==> src/hdl/hsn_pkg.sv <==
// ============================================================================
// hsn_pkg: shared types and constants for the HDLC stuffing NRZI encoder
// Holds the run length, derived widths and the line-bit command record.
// ============================================================================
`default_nettype none

package hsn_pkg;

    localparam int RUN_LENGTH    = 5;
    localparam int BYTE_W        = 8;
    localparam int PAD_W         = 3;

    // Line bits one data byte can produce: eight data levels plus stuff levels.
    // Worst case: a run one short of RUN_LENGTH carries in from the last byte.
    localparam int MAX_LINE_BITS = BYTE_W + (BYTE_W - 1 + RUN_LENGTH) / RUN_LENGTH;
    localparam int LINE_CNT_W    = $clog2(MAX_LINE_BITS + 1);
    localparam int LINE_IDX_W    = $clog2(MAX_LINE_BITS);

    // Back-end accumulator: up to seven pending levels plus one byte's line bits.
    localparam int ACC_W         = (BYTE_W - 1) + MAX_LINE_BITS;
    localparam int ACC_CNT_W     = $clog2(ACC_W + 1);

    localparam int CMD_DEPTH     = 2;
    localparam int CMD_PTR_W     = $clog2(CMD_DEPTH);
    localparam int CMD_CNT_W     = $clog2(CMD_DEPTH + 1);

    typedef struct packed {
        logic [MAX_LINE_BITS-1:0] bits;   // line levels, first in bit 0, unused bits zero
        logic [LINE_CNT_W-1:0]    nbits;  // number of valid line levels
        logic                     start;  // drop pending levels before these
        logic                     fin;    // flush pending levels after these
    } t_cmd;

endpackage

`default_nettype wire

==> src/hdl/hdlc_stuff_nrzi_encoder_top.sv <==
// ============================================================================
// hdlc_stuff_nrzi_encoder_top: HDLC bit-stuffing NRZI line encoder
// Encodes data bytes LSB first into NRZI line levels with zero stuffing and
// packs the levels into output bytes, with frame start and frame end marks.
// ============================================================================
//
//  Channel | Handshake      | Payload                                     | Dir
//  --------+----------------+---------------------------------------------+----
//  input   | push / full    | i_data_byte, i_stuff_enable,                 | in
//          |                | i_frame_start, i_frame_end                   |
//  result  | empty / pop    | o_out_byte, o_pad_bits, o_frame_last         | out
//
//  A beat is taken while full is low; the front end settles level, ones run
//  and all line levels of the byte in that cycle and queues them.
//  The back end sends one output beat per cycle while the result side is not
//  stalled: one per output byte a command completes, plus a frame flush.
//  A two-entry command queue sits between the two; full rises when it fills,
//  either behind a stalled result side or when bytes arrive faster than the
//  packer retires them, as for a byte that completes several beats.
//  Synchronous active-low reset: level 1, ones run and packer cleared.
//
`default_nettype none

module hdlc_stuff_nrzi_encoder_top (
    input  wire logic       i_clk,
    input  wire logic       i_rst_n,
    input  wire logic       push,
    output logic            full,
    input  wire logic [7:0] i_data_byte,
    input  wire logic       i_stuff_enable,
    input  wire logic       i_frame_start,
    input  wire logic       i_frame_end,
    output logic            empty,
    input  wire logic       pop,
    output logic [7:0]      o_out_byte,
    output logic [2:0]      o_pad_bits,
    output logic            o_frame_last
);

    hsn_pkg::t_cmd front_cmd;
    hsn_pkg::t_cmd q_cmd;
    logic          in_fire;
    logic          q_valid;
    logic          q_pop;

    // Take a beat only when the queue has room for its command.
    assign in_fire = push && !full;

    // Front end: NRZI toggle, ones counting and stuff insertion.
    hsn_front u_front (
        .i_clk          (i_clk),
        .i_rst_n        (i_rst_n),
        .i_accept       (in_fire),
        .i_data_byte    (i_data_byte),
        .i_stuff_enable (i_stuff_enable),
        .i_frame_start  (i_frame_start),
        .i_frame_end    (i_frame_end),
        .o_cmd          (front_cmd)
    );

    // Hold line-bit commands while the packer drains.
    hsn_cmd_fifo u_fifo (
        .i_clk   (i_clk),
        .i_rst_n (i_rst_n),
        .i_push  (in_fire),
        .i_cmd   (front_cmd),
        .o_full  (full),
        .i_pop   (q_pop),
        .o_valid (q_valid),
        .o_cmd   (q_cmd)
    );

    // Back end: pack, emit one beat per cycle while the result slot is free, flush at frame end.
    hsn_back u_back (
        .i_clk        (i_clk),
        .i_rst_n      (i_rst_n),
        .i_q_valid    (q_valid),
        .i_cmd        (q_cmd),
        .o_q_pop      (q_pop),
        .o_empty      (empty),
        .i_pop        (pop),
        .o_out_byte   (o_out_byte),
        .o_pad_bits   (o_pad_bits),
        .o_frame_last (o_frame_last)
    );

    // An accepted beat always lands a command in the queue.
    a_push_queued: assert property (@(posedge i_clk) disable iff (!i_rst_n)
        in_fire |=> q_valid)
        else $error("accepted beat did not reach the command queue");

    // Every byte makes at least eight and at most the maximum line levels.
    a_line_count: assert property (@(posedge i_clk) disable iff (!i_rst_n)
        in_fire |-> (front_cmd.nbits >= hsn_pkg::LINE_CNT_W'(hsn_pkg::BYTE_W)) &&
                    (front_cmd.nbits <= hsn_pkg::LINE_CNT_W'(hsn_pkg::MAX_LINE_BITS)))
        else $error("line level count out of range");

    // Padding only ever appears on the closing byte of a frame.
    a_pad_last: assert property (@(posedge i_clk) disable iff (!i_rst_n)
        (!empty && (o_pad_bits != 3'd0)) |-> o_frame_last)
        else $error("pad bits on a byte that does not close a frame");

endmodule

`default_nettype wire

==> src/hdl/hsn_front.sv <==
// ============================================================================
// hsn_front: NRZI and bit-stuffing front end
// Turns one data byte into a run of line levels and tracks level and ones run.
// ============================================================================
`default_nettype none

module hsn_front (
    input  wire logic                 i_clk,
    input  wire logic                 i_rst_n,
    input  wire logic                 i_accept,
    input  wire logic [7:0]           i_data_byte,
    input  wire logic                 i_stuff_enable,
    input  wire logic                 i_frame_start,
    input  wire logic                 i_frame_end,
    output hsn_pkg::t_cmd             o_cmd
);

    logic                              r_level;
    logic [2:0]                        r_ones;
    logic                              n_level;
    logic [2:0]                        n_ones;
    logic [hsn_pkg::MAX_LINE_BITS-1:0] line_bits;
    logic [hsn_pkg::LINE_CNT_W-1:0]    line_cnt;

    // Walk the byte LSB first; insert a toggled level after a full run of ones when stuffing is enabled.
    always_comb begin
        n_level   = i_frame_start ? 1'b1 : r_level;
        n_ones    = i_frame_start ? 3'd0 : r_ones;
        line_bits = '0;
        line_cnt  = '0;
        for (int i = 0; i < hsn_pkg::BYTE_W; i++) begin
            if (!i_data_byte[i]) begin
                n_level = ~n_level;
                n_ones  = 3'd0;
            end else begin
                n_ones  = n_ones + 3'd1;
            end
            line_bits[line_cnt[hsn_pkg::LINE_IDX_W-1:0]] = n_level;
            line_cnt = line_cnt + hsn_pkg::LINE_CNT_W'(1);
            if (n_ones >= 3'(hsn_pkg::RUN_LENGTH)) begin
                if (i_stuff_enable) begin
                    n_level = ~n_level;
                    line_bits[line_cnt[hsn_pkg::LINE_IDX_W-1:0]] = n_level;
                    line_cnt = line_cnt + hsn_pkg::LINE_CNT_W'(1);
                end
                n_ones = 3'd0;
            end
        end
    end

    always_comb begin
        o_cmd.bits  = line_bits;
        o_cmd.nbits = line_cnt;
        o_cmd.start = i_frame_start;
        o_cmd.fin   = i_frame_end;
    end

    always_ff @(posedge i_clk) begin
        if (!i_rst_n) begin
            r_level <= 1'b1;
            r_ones  <= 3'd0;
        end else if (i_accept) begin
            r_level <= n_level;
            r_ones  <= n_ones;
        end
    end

endmodule

`default_nettype wire

==> src/hdl/hsn_cmd_fifo.sv <==
// ============================================================================
// hsn_cmd_fifo: short command queue between front and back end
// Holds line-bit commands so either side can stall on its own.
// ============================================================================
`default_nettype none

module hsn_cmd_fifo (
    input  wire logic          i_clk,
    input  wire logic          i_rst_n,
    input  wire logic          i_push,
    input  wire hsn_pkg::t_cmd i_cmd,
    output logic               o_full,
    input  wire logic          i_pop,
    output logic               o_valid,
    output hsn_pkg::t_cmd      o_cmd
);

    hsn_pkg::t_cmd                 mem [hsn_pkg::CMD_DEPTH];
    logic [hsn_pkg::CMD_PTR_W-1:0] r_wr_ptr;
    logic [hsn_pkg::CMD_PTR_W-1:0] r_rd_ptr;
    logic [hsn_pkg::CMD_CNT_W-1:0] r_count;
    logic                          do_push;
    logic                          do_pop;

    assign o_full  = (r_count == hsn_pkg::CMD_CNT_W'(hsn_pkg::CMD_DEPTH));
    assign o_valid = (r_count != '0);
    assign o_cmd   = mem[r_rd_ptr];
    assign do_push = i_push && !o_full;
    assign do_pop  = i_pop && o_valid;

    always_ff @(posedge i_clk) begin
        if (do_push) begin
            mem[r_wr_ptr] <= i_cmd;
        end
    end

    always_ff @(posedge i_clk) begin
        if (!i_rst_n) begin
            r_wr_ptr <= '0;
            r_rd_ptr <= '0;
            r_count  <= '0;
        end else begin
            if (do_push) begin
                r_wr_ptr <= r_wr_ptr + hsn_pkg::CMD_PTR_W'(1);
            end
            if (do_pop) begin
                r_rd_ptr <= r_rd_ptr + hsn_pkg::CMD_PTR_W'(1);
            end
            if (do_push && !do_pop) begin
                r_count <= r_count + hsn_pkg::CMD_CNT_W'(1);
            end else if (do_pop && !do_push) begin
                r_count <= r_count - hsn_pkg::CMD_CNT_W'(1);
            end
        end
    end

endmodule

`default_nettype wire

==> src/hdl/hsn_back.sv <==
// ============================================================================
// hsn_back: byte packer back end
// Packs line levels into output bytes, one beat a cycle while the output slot is free, and flushes frames.
// ============================================================================
`default_nettype none

module hsn_back (
    input  wire logic          i_clk,
    input  wire logic          i_rst_n,
    input  wire logic          i_q_valid,
    input  wire hsn_pkg::t_cmd i_cmd,
    output logic               o_q_pop,
    output logic               o_empty,
    input  wire logic          i_pop,
    output logic [7:0]         o_out_byte,
    output logic [2:0]         o_pad_bits,
    output logic               o_frame_last
);

    localparam int AW = hsn_pkg::ACC_W;
    localparam int CW = hsn_pkg::ACC_CNT_W;

    logic [AW-1:0] r_acc;
    logic [CW-1:0] r_cnt;
    logic          r_fin;
    logic          r_out_valid;
    logic [7:0]    r_out_byte;
    logic [2:0]    r_out_pad;
    logic          r_out_last;

    logic          full_byte;
    logic          flush;
    logic          can_emit;
    logic          slot_free;
    logic          emit;
    logic [AW-1:0] rem_acc;
    logic [CW-1:0] rem_cnt;
    logic          rem_done;
    logic          load;
    logic [AW-1:0] base_acc;
    logic [2:0]    base_cnt;
    logic [AW-1:0] n_acc;
    logic [CW-1:0] n_cnt;
    logic          n_fin;
    logic [2:0]    emit_pad;
    logic          emit_last;

    always_comb begin
        full_byte = (r_cnt >= CW'(hsn_pkg::BYTE_W));
        flush     = r_fin && (r_cnt != '0) && !full_byte;
        can_emit  = full_byte || flush;
        slot_free = !r_out_valid || i_pop;
        emit      = can_emit && slot_free;

        emit_pad  = full_byte ? 3'd0 : 3'(CW'(hsn_pkg::BYTE_W) - r_cnt);
        emit_last = full_byte ? (r_fin && (r_cnt == CW'(hsn_pkg::BYTE_W))) : 1'b1;

        // Retire the emitted byte; a flushed partial byte leaves nothing.
        if (emit) begin
            rem_acc = r_acc >> hsn_pkg::BYTE_W;
            rem_cnt = full_byte ? (r_cnt - CW'(hsn_pkg::BYTE_W)) : '0;
        end else begin
            rem_acc = r_acc;
            rem_cnt = r_cnt;
        end
        rem_done = (rem_cnt < CW'(hsn_pkg::BYTE_W)) && !(r_fin && (rem_cnt != '0));

        // Merge the next command's line levels behind what is left, or in its place on a frame start.
        load     = rem_done && i_q_valid;
        base_acc = i_cmd.start ? '0 : rem_acc;
        base_cnt = i_cmd.start ? 3'd0 : rem_cnt[2:0];

        if (load) begin
            n_acc = base_acc | (AW'(i_cmd.bits) << base_cnt);
            n_cnt = CW'(base_cnt) + CW'(i_cmd.nbits);
            n_fin = i_cmd.fin;
        end else begin
            n_acc = rem_acc;
            n_cnt = rem_cnt;
            n_fin = rem_done ? 1'b0 : r_fin;
        end
    end

    assign o_q_pop      = load;
    assign o_empty      = !r_out_valid;
    assign o_out_byte   = r_out_byte;
    assign o_pad_bits   = r_out_pad;
    assign o_frame_last = r_out_last;

    always_ff @(posedge i_clk) begin
        if (!i_rst_n) begin
            r_acc       <= '0;
            r_cnt       <= '0;
            r_fin       <= 1'b0;
            r_out_valid <= 1'b0;
        end else begin
            r_acc <= n_acc;
            r_cnt <= n_cnt;
            r_fin <= n_fin;
            if (emit) begin
                r_out_valid <= 1'b1;
            end else if (i_pop) begin
                r_out_valid <= 1'b0;
            end
        end
    end

    always_ff @(posedge i_clk) begin
        if (emit) begin
            r_out_byte <= r_acc[7:0];
            r_out_pad  <= emit_pad;
            r_out_last <= emit_last;
        end
    end

endmodule

`default_nettype wire
==> config.mk <==
export PLATFORM = sky130hd
export DESIGN_NAME = hdlc_stuff_nrzi_encoder_top
export DESIGN_NICKNAME = d
export VERILOG_FILES = /design/src/hdl/hsn_pkg.sv /design/src/hdl/hdlc_stuff_nrzi_encoder_top.sv /design/src/hdl/hsn_front.sv /design/src/hdl/hsn_cmd_fifo.sv /design/src/hdl/hsn_back.sv
export SDC_FILE = /design/constraint.sdc
export NUM_CORES = 1
export LEC_CHECK = 0
export ABC_CLOCK_PERIOD_IN_PS = 20000
export BUFFER_PORTS_ARGS = -buffer_cell sky130_fd_sc_hd__buf_2
export CAP_MARGIN = 20
export CORE_AREA = 4 4 129 180
export DETAILED_ROUTE_END_ITERATION = 6
export DIE_AREA = 0 0 133 184
export GPL_TIMING_DRIVEN = 0
export MAX_ROUTING_LAYER = met4
export PLACE_DENSITY = 0.54
export SLEW_MARGIN = 40
export SYNTH_ARGS = -nofsm -noshare
export SYNTH_HDL_FRONTEND = slang
export SYNTH_SLANG_ARGS = --single-unit
==> constraint.sdc <==
create_clock -name i_clk -period 20 [get_ports i_clk]
set_input_delay 2 -clock i_clk [delete_from_list [all_inputs] [get_ports i_clk]]
set_output_delay 2 -clock i_clk [all_outputs]
set_load 0.01 [all_outputs]
### Word-level counts from Yosys, hierarchy flattened

Memory sizes are Yosys's and may differ from the RTL's. A register that Yosys moved wholly into a read port is not among the register bits.
Index checks and enable logic that the tools add are counted.

* register bits: 44
* bits in writable memories: 32
* bits of input ports: 15
* output and inout bits: 14
* word-level logic and storage cells: 273
* memories: 1

Memories
* u_fifo.mem: words 2, width 16, rd ports 1, clocked after memory_dff 1, wr ports 1, line hsn_cmd_fifo.sv:18 `hsn_pkg::t_cmd mem [hsn_pkg::CMD_DEPTH];`

* $add $sub $neg: 29
* $lt $le $gt $ge: 38
* equality and inequality tests: 2
* shift operators: 1
* mux-type cells: 133
* bitwise logic cells: 17
* reductions and logical operators: 40

Operators with widths (number)
* $bwmux W10: 14
* $mux W10: 14
* $lt A4 B5 Y1 const B: 14
* $mux W4: 15
* $add A4 B1 Y4 const B: 14
* $demux W1 S4: 14
* $ge A4 B1 Y1 const B: 14
* $mux W3: 18
* $mux W17: 3
* $mux W1: 49
* $logic_and A1 B1 Y1: 26
* $add A3 B1 Y3 const B: 8
* $ge A3 B3 Y1 const B: 8
* $or A17 B17 Y17: 1
* $shl A10 B3 Y17: 1
* $not A1 Y1: 16
* $mux W5: 3
* $reduce_bool A5 Y1: 2
* $reduce_bool A2 Y1: 4
* $logic_not A1 Y1: 6
* $mux W2: 3
* $add A3 B4 Y5: 1
* $eq A5 B4 Y1 const B: 1
* $ge A5 B4 Y1 const B: 1
* 8 further kinds: 10

### Longest topological paths before layout

* depth in word-level cells: 42
* gate-level depth with buffers: 46
* mapped depth without buffers: 40

### Modules after synthesis

From an unflattened synthesis, not the netlist that was laid out.

* cells, all modules: 1061
* area total of the unflattened synthesis: 8732.1 µm²

Modules (own cells, without submodules)
* hsn_front: times used 1, cells each 754, area each 5163.7 µm²
* hsn_back: times used 1, cells each 231, area each 2164.6 µm²
* hsn_cmd_fifo: times used 1, cells each 75, area each 1390.1 µm²
* hdlc_stuff_nrzi_encoder_top: times used 1, cells each 1, area each 13.8 µm²

### Least setup slack after synthesis

No wires, ideal clock.

* kind: input -> register
* start: input i_frame_start
* end: memory u_fifo.mem[0][12] (netlist bit) (data pin)
* setup time: 0.260 ns
* arrival time: 10.425 ns
* required time: 19.740 ns
* setup slack: 9.315 ns
* cell stages on the path: 42
* path buffers: 3
* cell sequence: nor2b_1 -> ha_1 -> buf_2 -> and4bb_1 -> or3_4 -> and2_1 -> buf_6 -> ha_1 -> or3_1 -> and2_0 -> buf_2 -> and3_1 -> ha_1 -> nor2_1 -> o211ai_1 -> o21ai_0 -> ha_1 -> nand2_1 -> (+6 left out) -> inv_1 -> nor4_1 -> a21o_1 -> nor2_1 -> nor2_1 -> nor2_1 -> ha_1 -> a2111oi_0 -> a21o_4 -> inv_6 -> ha_1 -> a32oi_1 -> a21boi_4 -> nor2_2 -> a211o_1 -> and2_1 -> a211o_1 -> a32o_1

RTL lines
* start, declared: line hdlc_stuff_nrzi_encoder_top.sv:31 `input wire logic i_frame_start,`
* end, declared: line hsn_cmd_fifo.sv:18

==> out/summary.log <==
INFO  status         status=complete, no violations
INFO  sta            drv_slew=0
INFO  setup_path     critical_path.reg2reg.endpoint=u_fifo.mem[1][15]
INFO  power          switching_part_of_the_total_power=42.3%
INFO  floorplan      core-area=21700um2
INFO  sta            hold_viol=0
INFO  global_route   grt_pass1_vias=7972
INFO  yosys          yosysWarnings=0
INFO  floorplan      ios=29
INFO  sta            max_clock_freq=0.0828GHz
INFO  routing        wire_length_reported_by_the_detailed_router=25600um
INFO  routing        drt.antenna.violating_nets=0
INFO  global_route   grt_pass1_wl=41500um
INFO  sta            min_period=12.08ns
INFO  yosys          number_of_enable_flip_flop_cells_after_synthesis=44
INFO  floorplan      die_width=133um
INFO  sta            skew=0.00731ns
INFO  routing        detail_route.vias_per_cell=5.92
INFO  setup_path     crit_type=primary input to register
INFO  setup_path     regToRegSetupSlack=9.32ns
INFO  final_layout   finish.net_count=1154
INFO  setup_path     crit_required=20.11ns
INFO  global_route   antenna_found_initial=0
INFO  power          pwr-share-seq=28.9%
INFO  global_route   grt_remaining_overflow=0
INFO  routing        drcViolationCount=0
INFO  sta            rsz0062_at_grt=false
INFO  yosys          postSynth.asyncResetShare=0%
INFO  setup_path     r2r_cells=41
INFO  setup_path     worst_path_maximum_fanout=11
INFO  floorplan      fp-row-count=64
INFO  cts            cts-root-buf=sky130_fd_sc_hd__clkbuf_16
INFO  yosys          syn_inst=1055
INFO  hold_path      hold-path-cell-count=0
INFO  cts            cts.repair.resized=0
INFO  routing        drt_pass1_iterations=5
INFO  global_route   total_global_routing_track_utilization=21.4%
INFO  setup_path     timing.critical_path.mode_cell=sky130_fd_sc_hd__ha_1
INFO  setup_path     crit-reg2reg-launch=u_front.r_ones[0]
INFO  floorplan      die_height=184um
INFO  hold_path      holdCritPathClass=register to register
INFO  final_layout   post-route-util=44.1%
INFO  cts            clkSlewWorstSetupHoldPaths=0.06ns
INFO  placement      port-buffer-count=28
INFO  cts            cts_setup_buffers=0
INFO  sta            slew_headroom=42.1%
INFO  final_layout   fillers=2258
INFO  power          power_frac_clock=18.8%
INFO  hold_path      holdPathEnd=u_back.o_out_byte[6]
INFO  sta            tightestPinTransition=0.863ns
INFO  routing        initialDrtViolationCount=445
INFO  cts            clock_latency=0.34ns
INFO  power          vdd_drop_max=49.3uV
INFO  routing        routed_wl_met3=648um
INFO  power          switching_power=0.000362W
INFO  placement      finalWeightedCongestion=0.886
INFO  yosys          synthesized_area_per_cell=8.27um2
INFO  sta            holdWs=0.433ns
INFO  routing        wl_per_cell=18.4um
INFO  setup_path     cp_slowest_stage_delay=0.61ns
INFO  global_route   grt_start_max_net_pins=22
INFO  power          leakage=3.66nW
INFO  final_layout   total_inserted_antenna_cells=0
INFO  cts            clock-sinks=77
INFO  power          share_comb_of_total_power=52.3%
INFO  sta            setup_violations=0
INFO  cts            hold_buffers=0
INFO  floorplan      die-area=24500um2
INFO  setup_path     cp.arrival=12.20ns
INFO  power          p_per_area=89.4nW/um2
INFO  yosys          ys_seq_area_share=22.7%
INFO  yosys          synth_top_flop_cell=sky130_fd_sc_hd__edfxtp_1
INFO  cts            tritoncts_clock_tree=yes
INFO  floorplan      initial_utilization=40.2%
INFO  yosys          synthesis.area=8720um2
INFO  sta            setup_total_negative_slack=0ns
INFO  cts            ctsHtreeMaxLevel=3
INFO  yosys          synth.distinct_cells=113
INFO  routing        wl_met1=10200um
INFO  cts            cts-buffers-inserted=9
INFO  hold_path      hold_start=u_back.r_acc[6]
INFO  cts            cts-root-to-sink-buffers=2
INFO  setup_path     slowest_stage=sky130_fd_sc_hd__nor2_1
INFO  setup_path     element_type_at_the_critical_path_start=primary input
INFO  yosys          ys_seq_elements=77
INFO  flow_run       maxCapViolations=0
INFO  final_layout   area_delta_synth_final=9.74%
INFO  sta            layout_worst_path_cycle_share=60.4%
INFO  power          power_report.internal_total=0.000494W
INFO  routing        route.vias.total=8274
INFO  final_layout   final_layout_size_suffix_gt1_share=13.2%
INFO  placement      dp_hpwl=20800um
INFO  routing        met2RoutedLength=13900um
INFO  setup_path     timing.critical_path.to_type=register
INFO  routing        top_layer_used=met4
INFO  yosys          postSynthNetCount=1114
-- cell families after synthesis --
family	Yosys count	share of synthesized area, %
compound gates	286	24.3
buf+inv	97	4.75
fa+ha+maj	45	6.51
mux	72	9.93
xor+xnor	55	6.63
simple gates	423	25.2
flops	77	22.7
-- layer usage --
metal  vias up  GRT usage, %
li1       4092             -
met1      3951          23.1
met2       182          40.5
met3        49          1.62
met4         0          8.19
met5         -             -
-- state kept, by name, summed over array words and instances, names as in the netlist, named ones only --
name / count
u_back.r_cnt: 5
u_back.o_out_byte: 8
u_fifo.r_rd_ptr: 1
u_fifo.r_wr_ptr: 1
u_back.r_fin: 1
u_back.o_frame_last: 1
u_back.o_pad_bits: 3
u_back.r_out_valid: 1
u_front.r_level: 1
u_fifo.mem: 32
u_front.r_ones: 3
u_fifo.r_count: 2
u_back.r_acc: 17
-- power by group through the flow --
stage	Combinational (W)	Clock (W)	Sequential, W
2_1_floorplan	0.000325	0	0.000252
6_report	0.000448	0.000161	0.000247
3_3_place_gp	0.000446	0	0.000250
4_1_cts	0.000451	0.000164	0.000247
3_5_place_dp	0.000449	0	0.000250
5_1_grt	0.000495	0.000172	0.000252
-- cell usage after synthesis (all sizes together) (7+ instances only) --
cell	instances	area share [%]
a211oi	16	1.6
a21boi	10	0.99
a21o	10	0.95
a21oi	52	3.2
a221oi	7	0.70
a22oi	9	0.77
a311oi	7	0.70
a31oi	22	1.6
a32oi	7	0.92
and2	32	2.3
and3	22	1.6
buf	22	1.5
clkbuf	26	1.1
dfxtp	33	7.6
edfxtp	44	15
ha	43	6.2
inv	46	2.0
mux2	13	1.7
mux2i	50	5.9
mux4	9	2.3
nand2	96	4.1
nand2b	7	0.50
nand3	52	3.0
nand4	12	1.0
nor2	88	3.9
nor2b	17	1.2
nor3	39	2.5
nor4	17	1.3
o211ai	14	1.3
o21a	7	0.60
o21ai	40	2.3
o22ai	21	1.6
o31ai	8	0.75
or3	15	1.2
xnor2	42	4.9
xor2	12	1.4
-- layout make-up --
| type | count | area, um2 | area share (%) |
|---|---|---|---|
| clock buffer | 9 | 225 | 2.35 |
| inverter | 49 | 189 | 1.97 |
| tap | 297 | 372 | 3.88 |
| buffer | 48 | 226 | 2.37 |
| clock inverter | 7 | 73.8 | 0.771 |
| multi-input combinational | 881 | 6360 | 66.4 |
| sequential | 77 | 1980 | 20.7 |
| timing repair buffer | 29 | 145 | 1.52 |
-- layout by cell type (no fill, tap or decap), drive strengths merged, types with 32 or more instances in the layout --
cell / netlist / layout
buf: 22 / 51
mux2i: 50 / 50
ha: 43 / 43
inv: 46 / 48
dfxtp: 33 / 33
xnor2: 42 / 42
a21oi: 52 / 52
nor2: 88 / 88
nand3: 52 / 52
and2: 32 / 32
o21ai: 40 / 40
edfxtp: 44 / 44
nor3: 39 / 39
clkbuf: 26 / 35
nand2: 96 / 96
-- worst max-delay path by stage --
stage                        startpoint                 to  slack (ns)
after floorplan           i_frame_start  u_fifo.mem[0][12]        9.31
after global placement    i_frame_start  u_fifo.mem[0][15]        7.14
after detailed placement  i_frame_start  u_fifo.mem[0][15]        7.55
after CTS                 i_frame_start  u_fifo.mem[1][15]        7.88
after global routing      i_frame_start  u_fifo.mem[1][15]        7.15
final                     i_frame_start  u_fifo.mem[1][15]        7.92
-- stage by stage --
stage / setup WS [ns] / cell area [um2] / total power [W] / std cells
6_report: 7.92 / 9570 / 0.000856 / 1397
5_1_grt: 7.15 / 9570 / 0.000919 / 1397
4_1_cts: 7.88 / 9560 / 0.000861 / 1397
3_5_place_dp: 7.55 / 9260 / 0.000699 / 1381
3_3_place_gp: 7.14 / 9240 / 0.000696 / 1380
2_1_floorplan: 9.31 / 8720 / 0.000577 / 1055
-- critical path, delay by kind of cell --
family	cells	cell delay, ns
AOI/OAI and AO/OA	9	2.57
and+or+nand+nor	16	3.84
buffers and inverters	8	1.36
adders and majority gates	7	1.66
xor gates and xnor gates	1	0.52
muxes	1	0.23
Note: power is estimated with default switching activity, not from simulation.
